## config.mk

```make
export PLATFORM = sky130hd
export DESIGN_NAME = midi_channel_duplicator
export DESIGN_NICKNAME = d
export VERILOG_FILES = /design/src/rtl/mdup_pkg.sv /design/src/rtl/mdup_front.sv /design/src/rtl/mdup_job_queue.sv /design/src/rtl/mdup_back.sv /design/src/rtl/midi_channel_duplicator.sv
export VERILOG_INCLUDE_DIRS = /design/src /design/src/rtl
export SDC_FILE = /design/constraint.sdc
export NUM_CORES = 1
export LEC_CHECK = 0
export BUFFER_PORTS_ARGS = -buffer_cell sky130_fd_sc_hd__buf_2
export CAP_MARGIN = 30
export CORE_UTILIZATION = 55
export CTS_BUF_LIST = sky130_fd_sc_hd__clkbuf_8
export DETAILED_ROUTE_END_ITERATION = 6
export PLACE_DENSITY_LB_ADDON = 0.05
export SLEW_MARGIN = 5
export SYNTH_ARGS = -nofsm -noshare
export SYNTH_HDL_FRONTEND = slang
export SYNTH_SLANG_ARGS = --single-unit
```

## constraint.sdc

```tcl
create_clock -name clk -period 3.45 [get_ports clk]
set_input_delay 0.345 -clock clk [delete_from_list [all_inputs] [get_ports clk]]
set_output_delay 0.345 -clock clk [all_outputs]
set_load 0.03 [all_outputs]
```

## src/rtl/midi_channel_duplicator_defines.svh

```systemverilog
// Assertion macros used by the MIDI channel duplicator back end.
`ifndef MIDI_CHANNEL_DUPLICATOR_DEFINES_SVH
`define MIDI_CHANNEL_DUPLICATOR_DEFINES_SVH

// Same-cycle implication, disabled during reset.
`define MDUP_ASSERT_IMP(label, clk, rst, ante, cons, msg) \
  label: assert property (@(posedge clk) disable iff (rst) (ante) |-> (cons)) \
    else $error(msg);

// Next-cycle implication, disabled during reset.
`define MDUP_ASSERT_NXT(label, clk, rst, ante, cons, msg) \
  label: assert property (@(posedge clk) disable iff (rst) (ante) |=> (cons)) \
    else $error(msg);

`endif

```

## src/rtl/mdup_pkg.sv

```systemverilog
// Shared types and constants of the MIDI channel duplicator.
package mdup_pkg;

  // Channels generated, 1 to 16; mask bits above this are kept but never used.
  localparam int NUM_CHANNELS = 16;
  // Width of the channel number in the status nibble.
  localparam int CH_W = 4;

  // Job queue between front and back; depth must be a power of two.
  localparam int QUEUE_DEPTH = 4;
  localparam int QPTR_W = $clog2(QUEUE_DEPTH);

  localparam logic [7:0]  STATUS_CHAN_LO   = 8'h80;
  localparam logic [7:0]  STATUS_CHAN_HI   = 8'hEF;
  localparam logic [3:0]  STATUS_CC_NIB    = 4'hB;
  localparam logic [7:0]  CC_ALL_NOTES_OFF = 8'd123;
  localparam logic [7:0]  CC_ALL_SOUND_OFF = 8'd120;
  localparam logic [1:0]  PANIC_BYTES      = 2'd3;
  localparam logic [15:0] MASK_ALL_ONES    = 16'hFFFF;

  typedef enum logic [1:0] {
    JOB_PASS,
    JOB_DUP,
    JOB_PANIC
  } job_kind_t;

  typedef struct packed {
    job_kind_t                 kind;
    logic [7:0]                status;
    logic [7:0]                data_one;
    logic [7:0]                data_two;
    logic [1:0]                byte_count;
    logic [15:0]               offset;
    logic [NUM_CHANNELS-1:0]   chans;
  } job_t;

endpackage

```

## src/rtl/mdup_front.sv

```systemverilog
// Front end: accepts transactions, keeps the masks and turns each item into a job.
module mdup_front (
  input  logic                clk,
  input  logic                rst,
  input  logic                mask_write,
  input  logic [15:0]         channel_mask,
  input  logic                push,
  input  logic                command,
  input  logic [7:0]          status_byte,
  input  logic [7:0]          data_one,
  input  logic [7:0]          data_two,
  input  logic [1:0]          byte_count,
  input  logic [15:0]         sample_offset,
  input  logic                queue_full,
  output logic                job_push,
  output mdup_pkg::job_t      job
);

  logic [15:0] cfg_mask;
  logic [15:0] applied_mask;

  logic                              accept;
  logic                              chan_msg;
  logic                              job_needed;
  logic [15:0]                       gone;
  logic [mdup_pkg::NUM_CHANNELS-1:0] chans_dup;
  logic [mdup_pkg::NUM_CHANNELS-1:0] chans_gone;

  assign accept     = push && !queue_full;
  assign gone       = applied_mask & ~cfg_mask;
  assign chans_dup  = cfg_mask[mdup_pkg::NUM_CHANNELS-1:0];
  assign chans_gone = gone[mdup_pkg::NUM_CHANNELS-1:0];
  assign chan_msg   = (byte_count != 2'd0) &&
                      (status_byte >= mdup_pkg::STATUS_CHAN_LO) &&
                      (status_byte <= mdup_pkg::STATUS_CHAN_HI);

  always_comb begin
    // zero the bytes the count does not cover
    job.status     = (byte_count != 2'd0) ? status_byte : 8'd0;
    job.data_one   = (byte_count >= 2'd2) ? data_one : 8'd0;
    job.data_two   = (byte_count == 2'd3) ? data_two : 8'd0;
    job.byte_count = byte_count;
    job.offset     = sample_offset;
    if (command) begin
      job.kind   = mdup_pkg::JOB_PANIC;
      job.chans  = chans_gone;
      job_needed = (chans_gone != '0);
    end else if (chan_msg) begin
      job.kind   = mdup_pkg::JOB_DUP;
      job.chans  = chans_dup;
      job_needed = (chans_dup != '0);
    end else begin
      job.kind   = mdup_pkg::JOB_PASS;
      job.chans  = chans_dup;
      job_needed = (cfg_mask != 16'd0);
    end
  end

  assign job_push = accept && job_needed;

  always_ff @(posedge clk) begin
    if (rst) begin
      cfg_mask     <= mdup_pkg::MASK_ALL_ONES;
      applied_mask <= mdup_pkg::MASK_ALL_ONES;
    end else if (mask_write) begin
      cfg_mask     <= channel_mask;
      applied_mask <= mdup_pkg::MASK_ALL_ONES;
    end else if (accept && command) begin
      applied_mask <= cfg_mask;
    end
  end

endmodule

```

## src/rtl/mdup_job_queue.sv

```systemverilog
// Short job queue that decouples the front end from the result generator.
module mdup_job_queue (
  input  logic              clk,
  input  logic              rst,
  input  logic              wr_en,
  input  mdup_pkg::job_t    wr_job,
  input  logic              rd_en,
  output mdup_pkg::job_t    head,
  output logic              queue_empty,
  output logic              queue_full
);

  mdup_pkg::job_t                entries [mdup_pkg::QUEUE_DEPTH];
  logic [mdup_pkg::QPTR_W-1:0]   wr_ptr;
  logic [mdup_pkg::QPTR_W-1:0]   rd_ptr;
  logic [mdup_pkg::QPTR_W:0]     count;

  assign head        = entries[rd_ptr];
  assign queue_empty = (count == '0);
  assign queue_full  = (count == (mdup_pkg::QPTR_W+1)'(mdup_pkg::QUEUE_DEPTH));

  always_ff @(posedge clk) begin
    if (wr_en) begin
      entries[wr_ptr] <= wr_job;
    end
  end

  always_ff @(posedge clk) begin
    if (rst) begin
      wr_ptr <= '0;
      rd_ptr <= '0;
      count  <= '0;
    end else begin
      if (wr_en) begin
        wr_ptr <= wr_ptr + 1'b1;
      end
      if (rd_en) begin
        rd_ptr <= rd_ptr + 1'b1;
      end
      unique case ({wr_en, rd_en})
        2'b10:   count <= count + 1'b1;
        2'b01:   count <= count - 1'b1;
        default: count <= count;
      endcase
    end
  end

endmodule

```

## src/rtl/mdup_back.sv

```systemverilog
// Back end: walks each job's channels; one result per cycle unless stalled.
`include "midi_channel_duplicator_defines.svh"

module mdup_back (
  input  logic              clk,
  input  logic              rst,
  input  logic              queue_empty,
  input  mdup_pkg::job_t    head,
  output logic              queue_pop,
  input  logic              pop,
  output logic              empty,
  output logic [7:0]        out_status,
  output logic [7:0]        out_data_one,
  output logic [7:0]        out_data_two,
  output logic [1:0]        out_byte_count,
  output logic [15:0]       out_offset,
  output logic              last
);

  mdup_pkg::job_t                    cur;
  logic                              cur_valid;
  logic [mdup_pkg::NUM_CHANNELS-1:0] rem;
  logic                              phase;
  logic                              out_valid;

  logic                              out_ready;
  logic                              step;
  logic                              done;
  logic                              load;
  logic [mdup_pkg::CH_W-1:0]         low_idx;
  logic [mdup_pkg::NUM_CHANNELS-1:0] rem_clr;
  logic [7:0]                        res_status;
  logic [7:0]                        res_data_one;
  logic [7:0]                        res_data_two;
  logic [1:0]                        res_byte_count;
  logic [15:0]                       res_offset;

  assign empty     = !out_valid;
  assign out_ready = !out_valid || pop;
  assign step      = cur_valid && out_ready;
  assign rem_clr   = rem & (rem - 1'b1);

  // lowest channel still to visit
  always_comb begin
    low_idx = '0;
    for (int i = mdup_pkg::NUM_CHANNELS - 1; i >= 0; i--) begin
      if (rem[i]) low_idx = mdup_pkg::CH_W'(i);
    end
  end

  always_comb begin
    res_status     = cur.status;
    res_data_one   = cur.data_one;
    res_data_two   = cur.data_two;
    res_byte_count = cur.byte_count;
    res_offset     = cur.offset;
    done           = 1'b1;
    unique case (cur.kind)
      mdup_pkg::JOB_DUP: begin
        res_status = {cur.status[7:4], low_idx};
        done       = (rem_clr == '0);
      end
      mdup_pkg::JOB_PANIC: begin
        res_status     = {mdup_pkg::STATUS_CC_NIB, low_idx};
        res_data_one   = phase ? mdup_pkg::CC_ALL_SOUND_OFF : mdup_pkg::CC_ALL_NOTES_OFF;
        res_data_two   = 8'd0;
        res_byte_count = mdup_pkg::PANIC_BYTES;
        res_offset     = 16'd0;
        done           = phase && (rem_clr == '0);
      end
      default: begin
        done = 1'b1;
      end
    endcase
  end

  // take the next job as soon as the current one hands over its final result
  assign load      = (!cur_valid || (step && done)) && !queue_empty;
  assign queue_pop = load;

  always_ff @(posedge clk) begin
    if (rst) begin
      cur_valid <= 1'b0;
      phase     <= 1'b0;
    end else if (load) begin
      cur       <= head;
      rem       <= head.chans;
      phase     <= 1'b0;
      cur_valid <= 1'b1;
    end else if (step && done) begin
      cur_valid <= 1'b0;
    end else if (step) begin
      if ((cur.kind == mdup_pkg::JOB_PANIC) && !phase) begin
        phase <= 1'b1;
      end else begin
        rem   <= rem_clr;
        phase <= 1'b0;
      end
    end
  end

  always_ff @(posedge clk) begin
    if (rst) begin
      out_valid <= 1'b0;
    end else if (step) begin
      out_valid      <= 1'b1;
      out_status     <= res_status;
      out_data_one   <= res_data_one;
      out_data_two   <= res_data_two;
      out_byte_count <= res_byte_count;
      out_offset     <= res_offset;
      last           <= done;
    end else if (pop) begin
      out_valid <= 1'b0;
    end
  end

  `MDUP_ASSERT_IMP(a_pop_nonempty, clk, rst, queue_pop, !queue_empty, "job queue popped while empty")
  `MDUP_ASSERT_IMP(a_rem_live, clk, rst, cur_valid && (cur.kind != mdup_pkg::JOB_PASS), rem != '0, "active job has no channel left")
  `MDUP_ASSERT_NXT(a_hold_job, clk, rst, step && !done, cur_valid, "job dropped before its final result")
  `MDUP_ASSERT_NXT(a_free_job, clk, rst, step && done && queue_empty, !cur_valid, "finished job still active")

endmodule

```

## src/rtl/midi_channel_duplicator.sv

```systemverilog
// Top level of the MIDI channel duplicator: front end, job queue and result generator.
//
// Channel voice messages (status 0x80 to 0xEF) come out once per channel set in
// channel_mask, with the channel nibble rewritten and in ascending channel order;
// any other message comes out once unchanged, and nothing comes out while the mask
// is zero. A block start (command 1) emits All Notes Off and then All Sound Off,
// offset zero, on every channel that was on at the previous block start and is off
// now, then records the current mask. Writing channel_mask marks every channel as
// previously on. Both sides behave as queues: a transaction is taken when push is
// high and full is low, and a result leaves when pop is high and empty is low; last
// flags the final result of each input. The result generator produces one result
// per cycle while the output is not stalled. An input causes one result if it is
// a pass-through message, one per selected channel for a channel message (up to
// 16), and two per released channel for a block start (up to 32). Inputs with no
// result cost no generator time. A four-deep job queue lets input transactions
// keep flowing while the generator works or the output is stalled.
module midi_channel_duplicator (
  input  logic         clk,
  input  logic         rst,
  input  logic         mask_write,
  input  logic [15:0]  channel_mask,
  input  logic         push,
  output logic         full,
  input  logic         command,
  input  logic [7:0]   status_byte,
  input  logic [7:0]   data_one,
  input  logic [7:0]   data_two,
  input  logic [1:0]   byte_count,
  input  logic [15:0]  sample_offset,
  output logic         empty,
  input  logic         pop,
  output logic [7:0]   out_status,
  output logic [7:0]   out_data_one,
  output logic [7:0]   out_data_two,
  output logic [1:0]   out_byte_count,
  output logic [15:0]  out_offset,
  output logic         last
);

  mdup_pkg::job_t  new_job;
  mdup_pkg::job_t  head_job;
  logic            job_push;
  logic            job_pop;
  logic            queue_empty;
  logic            queue_full;

  // Input side stalls only when the job queue is full.
  assign full = queue_full;

  // Classify each transaction and keep the channel masks.
  mdup_front u_front (
    .clk           (clk),
    .rst           (rst),
    .mask_write    (mask_write),
    .channel_mask  (channel_mask),
    .push          (push),
    .command       (command),
    .status_byte   (status_byte),
    .data_one      (data_one),
    .data_two      (data_two),
    .byte_count    (byte_count),
    .sample_offset (sample_offset),
    .queue_full    (queue_full),
    .job_push      (job_push),
    .job           (new_job)
  );

  // Hold jobs until the generator is free.
  mdup_job_queue u_queue (
    .clk         (clk),
    .rst         (rst),
    .wr_en       (job_push),
    .wr_job      (new_job),
    .rd_en       (job_pop),
    .head        (head_job),
    .queue_empty (queue_empty),
    .queue_full  (queue_full)
  );

  // Expand jobs into results in the output register, one per cycle unless stalled.
  mdup_back u_back (
    .clk            (clk),
    .rst            (rst),
    .queue_empty    (queue_empty),
    .head           (head_job),
    .queue_pop      (job_pop),
    .pop            (pop),
    .empty          (empty),
    .out_status     (out_status),
    .out_data_one   (out_data_one),
    .out_data_two   (out_data_two),
    .out_byte_count (out_byte_count),
    .out_offset     (out_offset),
    .last           (last)
  );

endmodule

```

== Word level (Yosys, flattened, before mapping) ==
Memories as Yosys holds them, arrays and structs flattened. A register that Yosys moved wholly into a read port is not among the register bits.
Index checks and enable logic that the tools add are counted.
Storage, ports and cells
  memory bits (read-only): 0
  word-level logic and storage cells: 116
  latch bits: 0
  memories: 1
  output and inout bits: 45
  bits of input ports: 64
  bits in writable memories: 240
  register bits: 145
Memory list
  u_queue.entries: depth 4, bits a word 60, rd ports 1, clocked after memory_dff 1, write ports 1, line mdup_job_queue.sv:13  | mdup_pkg::job_t entries [mdup_pkg::QUEUE_DEPTH];
Operators by class
  multipliers: 0
  eq/ne operators: 8
  $add $sub $neg: 5
  bitwise operators: 5
  reductions and logical operators: 32
  magnitude comparators: 3
  muxes and demuxes: 41
  div/mod/pow operators: 0
  shifts and indexed selects: 0
Operators with widths (count)
  2-to-1 mux 16 bit: 5
  2-to-1 mux 4 bit: 16
  AND 16 bit: 2
  2-to-1 mux 8 bit: 4
  nonzero test 16 bit: 2
  logical NOT 16 bit: 1
  inverter 16 bit: 1
  case mux 8 bit (2 select lines): 1
  subtractor 16 x 1 -> 16 bit (second input constant): 1
  logical AND 1 bit: 10
  nonzero test 2 bit: 5
  2-to-1 mux 1 bit: 9
  >= comparator 8 bit (second input constant): 1
  <= comparator 8 bit (second input constant): 1
  2-to-1 mux 2 bit: 4
  equality test 2 bit (second input constant): 3
  case mux 3 bit (2 select lines): 1
  AND reduction 2 bit: 3
  logical NOT 1 bit: 5
  adder 2 x 1 -> 2 bit (second input constant): 2
  equality test 2 x 1 -> 1 bit (second input constant): 2
  != test 2 bit (second input constant): 2
  AND reduction 4 bit: 1
  OR reduction 2 bit: 2
  other kinds (8): 10

== Longest topological paths before layout ==
Gate-level depths: netlist of run 1.
  depth after elaboration: 17
  mapped depth: 15

== Cells and area by module ==
A second synthesis of run 1 with hierarchy kept.
Unflattened totals
  cell total of the unflattened synthesis: 874
  area total of the unflattened synthesis: 15242.1 µm²
Modules (own cells, without submodules)
  mdup_job_queue: times used 1, sequential area each 7387.1 µm², area an instance 9157.5 µm², cells an instance 361
  mdup_back: times used 1, sequential area each 3153.0 µm², area an instance 4284.1 µm², cells an instance 292
  mdup_front: times used 1, sequential area each 640.6 µm², area an instance 1800.5 µm², cells an instance 221

== Worst setup path after synthesis of run 1 ==
No wires, ideal clock.
  kind: register -> register
  from: register u_back.rem[3] in the netlist's numbering
  to: register u_back.cur[16] in the netlist's numbering (enable)
  data arrival time: 3156 ps
  required time: 3044 ps
  library setup time: 406 ps
  path slack: -112 ps
  cell stages (with the launch flop): 9
  cell sequence: edfxtp_1 -> or4_4 -> buf_6 -> o41ai_1 -> nand4_1 -> nor4_1 -> or2_1 -> buf_4 -> and2_1
On the way
  longest elaborated chain between the ends: 9
RTL lines
  start: declaration: line mdup_back.sv:22  | logic [mdup_pkg::NUM_CHANNELS-1:0] rem;
  start signal: assignment: line mdup_back.sv:87  | rem <= head.chans;
  start signal: assignment: line mdup_back.sv:96  | rem <= rem_clr;
  subtractor 16 x 1 -> 16 bit: line mdup_back.sv:41  | assign rem_clr = rem & (rem - 1'b1);
  AND 16 bit *: line mdup_back.sv:41
  logical NOT 16 bit *: line mdup_back.sv:61, mdup_back.sv:69
  logical AND 1 bit: line mdup_back.sv:69  | done = phase && (rem_clr == '0);
  case mux 1 bit (2 select lines) *: line mdup_back.sv:58  | unique case (cur.kind)
  logical AND 1 bit *: line mdup_back.sv:78  | assign load = (!cur_valid || (step && done)) && !queue_empty;
  logical OR 1 bit *: line mdup_back.sv:78
  logical AND 1 bit *: line mdup_back.sv:78
  AND reduction 2 bit (no source line) *
  end signal: assignment: line mdup_back.sv:86  | cur <= head;
  end: declaration: line mdup_back.sv:20  | mdup_pkg::job_t cur;
Every way passes the cells marked *; elsewhere a longest branch is shown, timed or not.
A chain may end at the register's enable or synchronous reset.

== Worst setup path after layout of run 1 ==
  from: register u_back.rem[3] in the netlist's numbering
  to: register u_queue.count[2] in the netlist's numbering
On the way
  longest elaborated chain between the ends: 10
  elaborated cells between the ends (all ways): 12
  those cells by class: add/sub: 1; eq/ne: 2; mux: 2; bitwise: 1; reduce/logical: 6
RTL lines
  subtractor 16 x 1 -> 16 bit: line mdup_back.sv:41
  AND 16 bit *: line mdup_back.sv:41
  logical NOT 16 bit *: line mdup_back.sv:61, mdup_back.sv:69
  logical AND 1 bit: line mdup_back.sv:69
  case mux 1 bit (2 select lines) *: line mdup_back.sv:58
  logical AND 1 bit *: line mdup_back.sv:78
  logical OR 1 bit *: line mdup_back.sv:78
  logical AND 1 bit *: line mdup_back.sv:78
  equality test 2 x 1 -> 1 bit / equality test 2 bit (equally long branches): line mdup_job_queue.sv:40  | unique case ({wr_en, rd_en})
  case mux 3 bit (2 select lines) / nonzero test 2 bit (equally long branches)
  end signal: assignment: line mdup_job_queue.sv:41  | 2'b10: count <= count + 1'b1;
  end signal: assignment: line mdup_job_queue.sv:42  | 2'b01: count <= count - 1'b1;
  end signal: assignment: line mdup_job_queue.sv:43  | default: count <= count;
  end: declaration: line mdup_job_queue.sv:16  | logic [mdup_pkg::QPTR_W:0] count;
Marked as above.

==> impl_metrics.json, run 1 <==
{
  "postRouteAntennaNets": 0,
  "numCtsBuffers": 59,
  "grt_usage_pct": 20.9,
  "power_density_mw_per_mm2": 719,
  "path_cells": "buf_4 -> or4_4 -> o41ai_4 -> nand4_1 -> nor4_1 -> or2_1 -> ha_2 -> inv_1 -> fa_2 -> xor2_1 -> or3_1 -> a21oi_2",
  "p_leak_nw": 6.44,
  "die_area_mm2": 0.0278,
  "gr-total-overflow": 0,
  "setup_viol": 0,
  "crit_start": "u_back.rem[3]$_DFFE_PP_",
  "viasPerCell": 5.59,
  "nNetsFinal": 1135,
  "drtIter0Drc": 494,
  "final_area_mm2": 0.0176,
  "synth_edf_count": 343,
  "start_util_pct": 56.7,
  "fmax_mhz": 300,
  "grt_max_degree": 45,
  "fill_cells": 1783,
  "vdd.ir_drop.worst_mv": 0.455,
  "die_x_um": 167,
  "layout-drive-gt1-share_pct": 27.9,
  "synth-seq-cells": 387,
  "first_pass_iters": 4,
  "final_util_pct": 66.8,
  "vias": 8070,
  "antenna_found_initial": 0,
  "arrival_ns": 3.84,
  "seq_area_frac_synth_pct": 74.8,
  "cts_buffer_depth": 3,
  "yosysUniqueCellTypes": 55,
  "coreArea_mm2": 0.0264,
  "syn_area_per_cell_um2": 17.3,
  "outcome": "finished clean",
  "instances_no_fill": 1443,
  "maxSlewHeadroom_pct": 38.9,
  "yosys.area.top_type_share_pct": 68.9,
  "synth.most_common_cell": "edfxtp_1",
  "clk_latency_ns": 0.59,
  "io_pins": 109,
  "ys.warnings.count": 0,
  "cts.sinks": 387,
  "r2r-end": "u_queue.count[2]$_SDFFE_PP0P_",
  "rows": 59,
  "r2r_cells": 12,
  "cts_tree": "yes",
  "cp-start-kind": "register",
  "finalHoldViolCount": 0,
  "reg2reg_slack_ns": 0.12,
  "die_y_um": 167,
  "path_clk_slew_ns": 0.06,
  "min_period_ns": 3.33,
  "critPathKind": "register to register",
  "ys_top_cells_by_area": "edfxtp_1 (69%), mux4_2 (9.0%), dfxtp_1 (5.9%), nand2_1 (1.9%), mux2i_1 (1.8%)",
  "totalWireLength_um": 28500,
  "max-cap-violations": 0,
  "synth_area_mm2": 0.0149,
  "slowest_delay_ns": 0.46,
  "numPortBuffers": 108,
  "tightestPinTransition_ns": 0.916,
  "dp_hpwl_um": 17100,
  "synth-main-ff-cell": "edfxtp_1",
  "hold_path_class": "input port to register",
  "period_share_pct": 96.6,
  "end_kind": "register",
  "ys_async_sr_fraction_pct": 0,
  "cts_root_buf": "clkbuf_8",
  "first_global_vias": 8481,
  "crit_path_top_delay_cell": "or4_4",
  "dpl.cell_count": 1292,
  "cp.required_ns": 3.96,
  "netlist_instances": 865,
  "grt_first_pass_wirelength_um": 44600,
  "placed_area_mm2": 0.0161,
  "synth_area_leader_cell": "edfxtp_1",
  "htreeDepth": 2,
  "areaGrowthSynthToFinish_pct": 17.8,
  "crit_fanout": 6,
  "avgRoutedWirePerCell_um": 19.7,
  "hold_ws_ns": 0.106,
  "tns_ns": 0,
  "antenna_cells": 0,
  "fin_skew_ns": 0.0264,
  "drc": 0,
  "rsz0062_at_grt": "false",
  "gp_congestion": 0.928,
  "drv_slew": 0,
  "crit_end": "u_queue.count[2]$_SDFFE_PP0P_",
  "synth_common_cells": "edfxtp_1 (343), nand2_1 (74), mux4_2 (60)",
  "r2r_start": "u_back.rem[3]$_DFFE_PP_",
  "synthesis.nets": 937
}
==> area by class of cell <==
type	count	area [um2]	share of cell area (%)
flip-flops and latches	387	11200	63.5
multi-input cells	401	3550	20.2
repair buffers	179	1290	7.32
clock buffers	62	853	4.84
well taps	335	419	2.38
clock inverters	44	181	1.03
inverters	35	131	0.746
==> repair_timing <==
action | 4_1_cts | 5_1_grt
hold buffers | 32 | 0
setup endpoints to repair | 1 | 1
gates resized for setup | 5 | 11
pin swaps | 0 | 7
hold endpoints to repair | 80 | 0
buffers inserted | 0 | 12
==> logic make-up after synthesis <==
group	after synthesis	synth area share, %
xor+xnor	4	0.234
flops	387	74.8
buf+inv	77	2.14
compound gates	96	4.24
mux	88	10.9
simple gates	204	6.86
fa+ha+maj	9	0.787
==> registers in the layout (all words and copies together), names as in the netlist, 3 cells and up, named ones only <==
| register | flops |
|---|---|
| u_front.applied_mask | 16 |
| u_queue.count | 3 |
| u_queue.entries | 240 |
| u_back.out_offset | 16 |
| u_back.cur | 44 |
| u_back.out_status | 8 |
| u_back.rem | 16 |
| u_front.cfg_mask | 16 |
| u_back.out_data_two | 8 |
| u_back.out_data_one | 8 |
==> placed cells by master (no fill, tap or decap), types with 32 or more instances in the layout <==
cell type,n
clkbuf_8,62
dfxtp_1,42
inv_1,59
nor2b_1,37
mux4_2,60
nand2_1,74
buf_2,109
edfxtp_1,343
dlygate4sd3_1,32
==> routing by layer <==
layer / GRT usage (%) / up-vias / share of wire (%)
li1: - / 3749 / -
met1: 26.0 / 4027 / 41
met2: 36.7 / 242 / 51
met3: 3.87 / 52 / 4.8
met4: 7.45 / 0 / 2.4
met5: 0 / - / 0
==> worst max-delay path: cells and delay by family (launching register included) <==
kind / cells / cell delay, ns
DFF: 1 / 0.40
AOI/OAI and AO/OA: 2 / 0.58
and+or+nand+nor: 5 / 1.37
xor gates and xnor gates: 1 / 0.15
adders and majority gates: 2 / 0.52
buffers and inverters: 2 / 0.22
==> per-stage QoR <==
stage	total power, mW	setup slack (ns)
global route	13.3	0.0145
finish	12.7	0.118
global placement	9.24	0.0748
detailed placement	9.34	-0.0571
floorplan	8.42	0.0127
CTS	12.7	0.0215
==> worst min path at each step <==
stage                             startpoint                                     end  slack [ns]  cells past startpoint
3_3_place_gp   u_queue.count[2]$_SDFFE_PP0P_           u_queue.count[2]$_SDFFE_PP0P_        0.48                      2
6_report                                 pop           u_back.out_valid$_SDFFE_PP0P_        0.11                      4
5_1_grt                          data_one[2]        u_queue.entries[3][44]$_DFFE_PP_        0.11                      2
3_5_place_dp        u_back.cur[32]$_DFFE_PP_  u_back.out_byte_count[0]$_SDFFCE_PP1P_        0.49                      1
2_1_floorplan                            rst           u_back.cur_valid$_SDFFE_PP0P_        0.41                      1
4_1_cts                                  pop           u_back.out_valid$_SDFFE_PP0P_        0.08                      4
==> where the power goes <==
part	switching, mW	total [mW]	internal, mW
clock network	1.63	3.28	1.65
registers	0.383	6.46	6.08
logic	1.65	2.92	1.27
total	3.66	12.7	9.00
(Power assumes the default switching activity.)
==> run 2, diff against run 1 <==
- ABC_AREA: not set -> 1
- RECOVER_POWER: not set -> 100
==> run 2 against run 1 <==
Net effect: the flow now finishes with violations (capacitance limit, slew limit); sequential power is essentially flat; first-iteration DRC count is 81% higher; combinational power is 12% higher; sequential cell count unchanged; critical path depth fell by 3; clock skew fell by 0.0078 ns; power increased by 5.0%; die area rose by 2.1%; register-to-register slack better by 0.23 ns; critical path type unchanged; critical endpoint is now u_queue.entries[1][30]$_DFFE_PP_; highest routed layer unchanged.
==> impl_metrics.json, run 2 <==
{
  "gp_congestion": 0.852,
  "slowest_delay_ns": 0.99,
  "maxSlewHeadroom_pct": -26.7,
  "ys_async_sr_fraction_pct": 0,
  "swShare_pct": 33.0,
  "crit_top_cell": "nand2_1",
  "largest_register": "u_queue.entries",
  "synth-seq-cells": 387,
  "fill_cells": 2189,
  "areaGrowthSynthToFinish_pct": 14.7,
  "fin_skew_ns": 0.0187,
  "min_period_ns": 3.10,
  "cts_hold_buffers": 31,
  "path_clk_slew_ns": 0.06,
  "cts.sinks": 387,
  "tns_ns": 0,
  "cts_buffer_depth": 3,
  "power.internal_mw": 8.91,
  "rsz0062_at_grt": "false",
  "grt_first_pass_wirelength_um": 48600,
  "coreArea_mm2": 0.0271,
  "antenna_found_initial": 0,
  "top_regs": "u_queue.entries x240, u_back.cur x44",
  "violations": "capacitance limit, slew limit",
  "outcome": "finished, violations left",
  "gr-total-overflow": 0,
  "rows": 60,
  "grt_usage_pct": 22.3,
  "final_cell_mix": "edfxtp_1 (343), nand2_1 (188), nor2_1 (165)",
  "synth_area_mm2": 0.0153,
  "antenna_cells": 0,
  "viasPerCell": 5.27,
  "reg2reg_slack_ns": 0.35,
  "cts_root_buf": "clkbuf_8",
  "clockPowerShare_pct": 26.7,
  "yosys.area.top_type_share_pct": 67.5,
  "drv_slew": 183,
  "hold_ws_ns": 0.0407,
  "r2r_cells": 9,
  "ys_top_cells_by_area": "edfxtp_1 (67%), dfxtp_1 (5.8%), nand2_1 (4.6%), o21ai_0 (4.3%), nor2_1 (4.2%)",
  "p_leak_nw": 6.75,
  "seqPwrFrac_pct": 48.6,
  "clk_latency_ns": 0.59,
  "instances_no_fill": 1842,
  "synthesis.nets": 1328,
  "max-cap-violations": 3,
  "vdd.ir_drop.worst_mv": 0.426,
  "fmax_mhz": 322,
  "synth_edf_count": 343,
  "dpl.cell_count": 1697,
  "dp_hpwl_um": 18500,
  "post_cts_resized": 0,
  "nNetsFinal": 1490,
  "setup_viol": 0,
  "end_kind": "register",
  "comb_power_share_pct": 24.7,
  "synth_common_cells": "edfxtp_1 (343), nand2_1 (186), nor2_1 (169)",
  "period_share_pct": 89.9,
  "path_cells": "inv_1 -> nand2_1 -> nand4_1 -> nor4_1 -> nand2_1 -> nand3_1 -> buf_4 -> nor2_4 -> clkbuf_2",
  "die_x_um": 169,
  "timing.final.ws_setup_ns": 0.348,
  "numPortBuffers": 108,
  "die_area_mm2": 0.0284,
  "crit_fanout": 60,
  "netlist_instances": 1256,
  "post_cts_buffers": 0,
  "r2r_start": "u_front.cfg_mask[2]$_SDFFE_PP1P_",
  "syn_area_per_cell_um2": 12.1,
  "seq_area_frac_synth_pct": 73.3,
  "final_common_cell": "edfxtp_1",
  "crit_end": "u_queue.entries[1][30]$_DFFE_PP_",
  "drc": 0,
  "hold_path_class": "input port to register",
  "synth-main-ff-cell": "edfxtp_1",
  "htreeDepth": 2,
  "yosysUniqueCellTypes": 35,
  "ys.warnings.count": 0,
  "dp_slack_ns": 0.507,
  "layout-drive-gt1-share_pct": 11.5,
  "io_pins": 109,
  "grt_max_degree": 89,
  "largest_reg_flops": 240,
  "switching_power_mw": 4.38,
  "totalWireLength_um": 31600,
  "first_pass_iters": 5,
  "cp.required_ns": 3.40,
  "cp-start-kind": "register",
  "avgRoutedWirePerCell_um": 17.2,
  "drtIter0Drc": 895,
  "r2r-end": "u_queue.entries[1][30]$_DFFE_PP_",
  "crit_path_top_delay_cell": "clkbuf_2",
  "critPathKind": "register to register",
  "numCtsBuffers": 60,
  "postRouteAntennaNets": 0,
  "cts_tree": "yes",
  "finalHoldViolCount": 0,
  "synth_area_leader_cell": "edfxtp_1",
  "tightestPinTransition_ns": 1.90,
  "arrival_ns": 3.05,
  "die_y_um": 169,
  "synth.most_common_cell": "edfxtp_1",
  "first_global_vias": 9106,
  "power_density_mw_per_mm2": 760,
  "crit_start": "u_front.cfg_mask[2]$_SDFFE_PP1P_",
  "vias": 9712,
  "start_util_pct": 56.3
}
[run 2: cell types whose count changed after synthesis, moves of 16 or more]
cell	delta
a21oi_1	+33
mux4_2	-60
mux2i_1	-27
and2_1	-16
inv_1	+91
clkbuf_1	+27
nor2b_1	-37
o22ai_1	+38
o21ai_0	+111
nand2_1	+112
nor2_1	+142
[run 2: logic make-up (layout without fill, tap and decap cells)]
| group | count (synthesis) | after routing | share of synthesized area [%] |
|---|---|---|---|
| compound gates | 276 | 276 | 10.7 |
| buf+inv | 186 | 400 | 4.74 |
| fa+ha+maj | 8 | 8 | 0.705 |
| flops | 387 | 387 | 73.3 |
| simple gates | 399 | 399 | 10.6 |
[run 2: worst min path at each step]
stage | cells past startpoint | to | from
6_report | 3 | u_front.cfg_mask[14]$_SDFFE_PP1P_ | channel_mask[14]
5_1_grt | 3 | u_front.cfg_mask[14]$_SDFFE_PP1P_ | channel_mask[14]
4_1_cts | 3 | u_front.cfg_mask[14]$_SDFFE_PP1P_ | channel_mask[14]
3_5_place_dp | 2 | u_front.applied_mask[1]$_SDFFE_PP1P_ | u_front.applied_mask[1]$_SDFFE_PP1P_
3_3_place_gp | 2 | u_front.applied_mask[9]$_SDFFE_PP1P_ | u_front.applied_mask[9]$_SDFFE_PP1P_
2_1_floorplan | 0 | u_queue.entries[0][16]$_DFFE_PP_ | sample_offset[0]
[run 2: cell type report]
cell class | count | area [um2] | share of cell area [%]
flip-flops and latches | 387 | 11200 | 63.9
multi-input cells | 683 | 3320 | 19.0
repair buffers | 160 | 913 | 5.22
clock buffers | 65 | 895 | 5.11
inverters | 126 | 474 | 2.71
well taps | 372 | 465 | 2.66
clock inverters | 49 | 254 | 1.45
[run 2: critical path, delay by kind of cell, from the launching register on]
kind / cells / cell delay [ns]
buffers and inverters: 3 / 1.26
flip-flops: 1 / 0.36
AND/OR/NAND/NOR: 6 / 0.80
[run 2: through the flow]
step | utilization, % | area [um2] | power (mW)
2_1_floorplan | - | 15300 | 8.98
4_1_cts | 65.5 | 17700 | 13.6
6_report | 64.6 | 17500 | 13.3
3_3_place_gp | 60.1 | 16300 | 9.99
3_5_place_dp | 60.1 | 16300 | 10.0
5_1_grt | 64.6 | 17500 | 14.0
[run 2: routing by layer]
layer | global-route usage, % | vias up | share of wire (%)
li1 | - | 4739 | -
met1 | 32.1 | 4654 | 47
met2 | 34.9 | 273 | 46
met4 | 6.96 | 0 | 1.9
met5 | 0 | - | 0
met3 | 3.81 | 46 | 5.5
[run 2: power groups by stage]
stage / clock network, mW / registers (mW) / logic, mW
6_report: 3.55 / 6.47 / 3.28
5_1_grt: 3.81 / 6.54 / 3.69
4_1_cts: 3.62 / 6.45 / 3.55
3_5_place_dp: 0 / 6.55 / 3.50
3_3_place_gp: 0 / 6.53 / 3.46
2_1_floorplan: 0 / 6.65 / 2.34
==> run 3, diff against run 2 <==
- ABC_AREA: 1 -> not set
==> run 3 against run 2 <==
Net effect: the run still ends with capacitance limit, slew limit left; power decreased by 5.5%; worst setup slack worse by 0.23 ns; clock-buffer cell count is 3 lower; sequential cell count unchanged; core utilization is 1.4 points higher; clock power decreased by 7.6%; global-route usage decreased by 1.4 points; critical path depth is 2 higher; register-to-register slack got worse by 0.23 ns; non-clock buffer count rose by 19; cell count down 22%; critical endpoint is now u_queue.count[2]$_SDFFE_PP0P_.
==> impl_metrics.json, run 3 (synthesis results as in run 1) <==
{
  "outcome": "finished, violations left",
  "violations": "capacitance limit, slew limit",
  "first_pass_iters": 4,
  "tightestPinTransition_ns": 1.55,
  "comb_power_share_pct": 22.4,
  "totalWireLength_um": 28500,
  "seqPwrFrac_pct": 51.5,
  "avgRoutedWirePerCell_um": 19.8,
  "antenna_cells": 0,
  "maxSlewHeadroom_pct": -3.27,
  "reg2reg_slack_ns": 0.11,
  "holdPathEnd": "u_back.out_valid$_SDFFE_PP0P_",
  "switching_power_mw": 3.66,
  "cts_root_buf": "clkbuf_8",
  "period_share_pct": 96.7,
  "postRouteAntennaNets": 0,
  "cts_buffer_depth": 3,
  "power_density_mw_per_mm2": 723,
  "drtIter0Drc": 457,
  "path_clk_slew_ns": 0.06,
  "crit_fanout": 4,
  "gr-total-overflow": 0,
  "r2r_start": "u_back.rem[6]$_DFFE_PP_",
  "die_x_um": 167,
  "top_regs": "u_queue.entries x240, u_back.cur x44",
  "tns_ns": 0,
  "final_util_pct": 65.9,
  "power.internal_mw": 8.91,
  "setup_viol": 0,
  "holdCritStartpoint": "pop",
  "start_util_pct": 56.7,
  "dp_slack_ns": -0.0571,
  "die_area_mm2": 0.0278,
  "drv_slew": 29,
  "r2r_cells": 11,
  "final_common_cell": "edfxtp_1",
  "holdPathStages": 4,
  "grt_max_degree": 45,
  "rsz0062_at_grt": "false",
  "swShare_pct": 29.1,
  "layout-drive-gt1-share_pct": 21.3,
  "first_global_vias": 8481,
  "finalHoldViolCount": 0,
  "rows": 59,
  "grt_usage_pct": 20.9,
  "fmax_mhz": 300,
  "arrival_ns": 3.84,
  "hold_path_class": "input port to register",
  "viasPerCell": 5.58,
  "numCtsBuffers": 59,
  "antenna_found_initial": 0,
  "die_y_um": 167,
  "critPathKind": "register to register",
  "htreeDepth": 2,
  "dpl.cell_count": 1292,
  "timing.final.ws_setup_ns": 0.114,
  "r2r-end": "u_queue.count[2]$_SDFFE_PP0P_",
  "clk_latency_ns": 0.58,
  "gp_congestion": 0.928,
  "grt_first_pass_wirelength_um": 44600,
  "fin_skew_ns": 0.0244,
  "largest_register": "u_queue.entries",
  "min_period_ns": 3.34,
  "instances_no_fill": 1443,
  "largest_reg_flops": 240,
  "end_kind": "register",
  "nNetsFinal": 1135,
  "vdd.ir_drop.worst_mv": 0.455,
  "final_cell_mix": "edfxtp_1 (343), nand2_1 (74), clkbuf_1 (67)",
  "cts.sinks": 387,
  "vias": 8047,
  "cp-start-kind": "register",
  "numPortBuffers": 108,
  "hold_ws_ns": 0.108,
  "p_leak_nw": 6.21,
  "clockPowerShare_pct": 26.1,
  "cp.required_ns": 3.96,
  "coreArea_mm2": 0.0264,
  "cts_tree": "yes",
  "fill_cells": 1857,
  "max-cap-violations": 1,
  "areaGrowthSynthToFinish_pct": 16.3,
  "io_pins": 109,
  "dp_hpwl_um": 17100,
  "drc": 0
}
==> run 3: worst max-delay path, cell delays in order (launching register included) <==
cell,delay [ns]
edfxtp_1,0.43
or4_4,0.60
o41ai_4,0.43
nand4_1,0.14
nor4_1,0.28
or2_1,0.17
ha_2,0.19
inv_1,0.05
fa_2,0.33
xor2_1,0.15
or3_1,0.33
a21oi_2,0.15
==> run 3: how the worst max path moves through the flow <==
| stage | startpoint | to | slack, ns | depth (start not counted) |
|---|---|---|---|---|
| 5_1_grt | u_back.rem[3]$_DFFE_PP_ | u_back.cur[46]$_DFFE_PP_ | 0.01 | 9 |
| 4_1_cts | u_back.rem[6]$_DFFE_PP_ | u_queue.count[2]$_SDFFE_PP0P_ | 0.02 | 11 |
| 2_1_floorplan | u_back.rem[3]$_DFFE_PP_ | u_queue.count[2]$_SDFFE_PP0P_ | 0.01 | 14 |
| 6_report | u_back.rem[6]$_DFFE_PP_ | u_queue.count[2]$_SDFFE_PP0P_ | 0.11 | 11 |
| 3_3_place_gp | u_back.rem[6]$_DFFE_PP_ | u_queue.count[2]$_SDFFE_PP0P_ | 0.07 | 11 |
| 3_5_place_dp | u_back.rem[6]$_DFFE_PP_ | u_queue.count[2]$_SDFFE_PP0P_ | -0.06 | 11 |
==> run 3: stage by stage <==
| step | instance area [um2] | total power [mW] |
|---|---|---|
| 6_report | 17400 | 12.6 |
| 5_1_grt | 17400 | 13.2 |
| 4_1_cts | 17500 | 12.7 |
| 3_3_place_gp | 16100 | 9.24 |
| 2_1_floorplan | 14900 | 8.42 |
| 3_5_place_dp | 16100 | 9.34 |
==> run 3: final cells by class <==
cell class	instances	area (um2)	area share, %
sequential	387	11200	64.3
multi-input combinational	401	3530	20.3
timing repair buffer	179	1080	6.20
tap	335	419	2.41
inverter	35	131	0.756
clock inverter	44	181	1.04
clock buffer	62	853	4.91
==> run 3: repair_timing <==
item / in CTS / in global routing
hold buffers: 32 / 0
resized for setup: 5 / 11
pin swaps: 0 / 7
setup endpoints to repair: 1 / 1
hold endpoints to repair: 80 / 0
setup buffers: 0 / 12
==> run 3: power by group through the flow <==
| stage | sequential (mW) | clock, mW | combinational (mW) |
|---|---|---|---|
| CTS | 6.47 | 3.36 | 2.84 |
| detailed placement | 6.56 | 0 | 2.79 |
| floorplan | 6.57 | 0 | 1.85 |
| finish | 6.48 | 3.28 | 2.81 |
| global placement | 6.52 | 0 | 2.73 |
| global route | 6.55 | 3.56 | 3.07 |
==> run 3: routing by layer <==
metal / global-route usage [%] / up-vias / share of wire [%]
met5: 0 / - / 0
met4: 7.45 / 0 / 2.5
met3: 3.87 / 51 / 4.7
met2: 36.7 / 236 / 51
met1: 26.0 / 4015 / 42
li1: - / 3745 / -
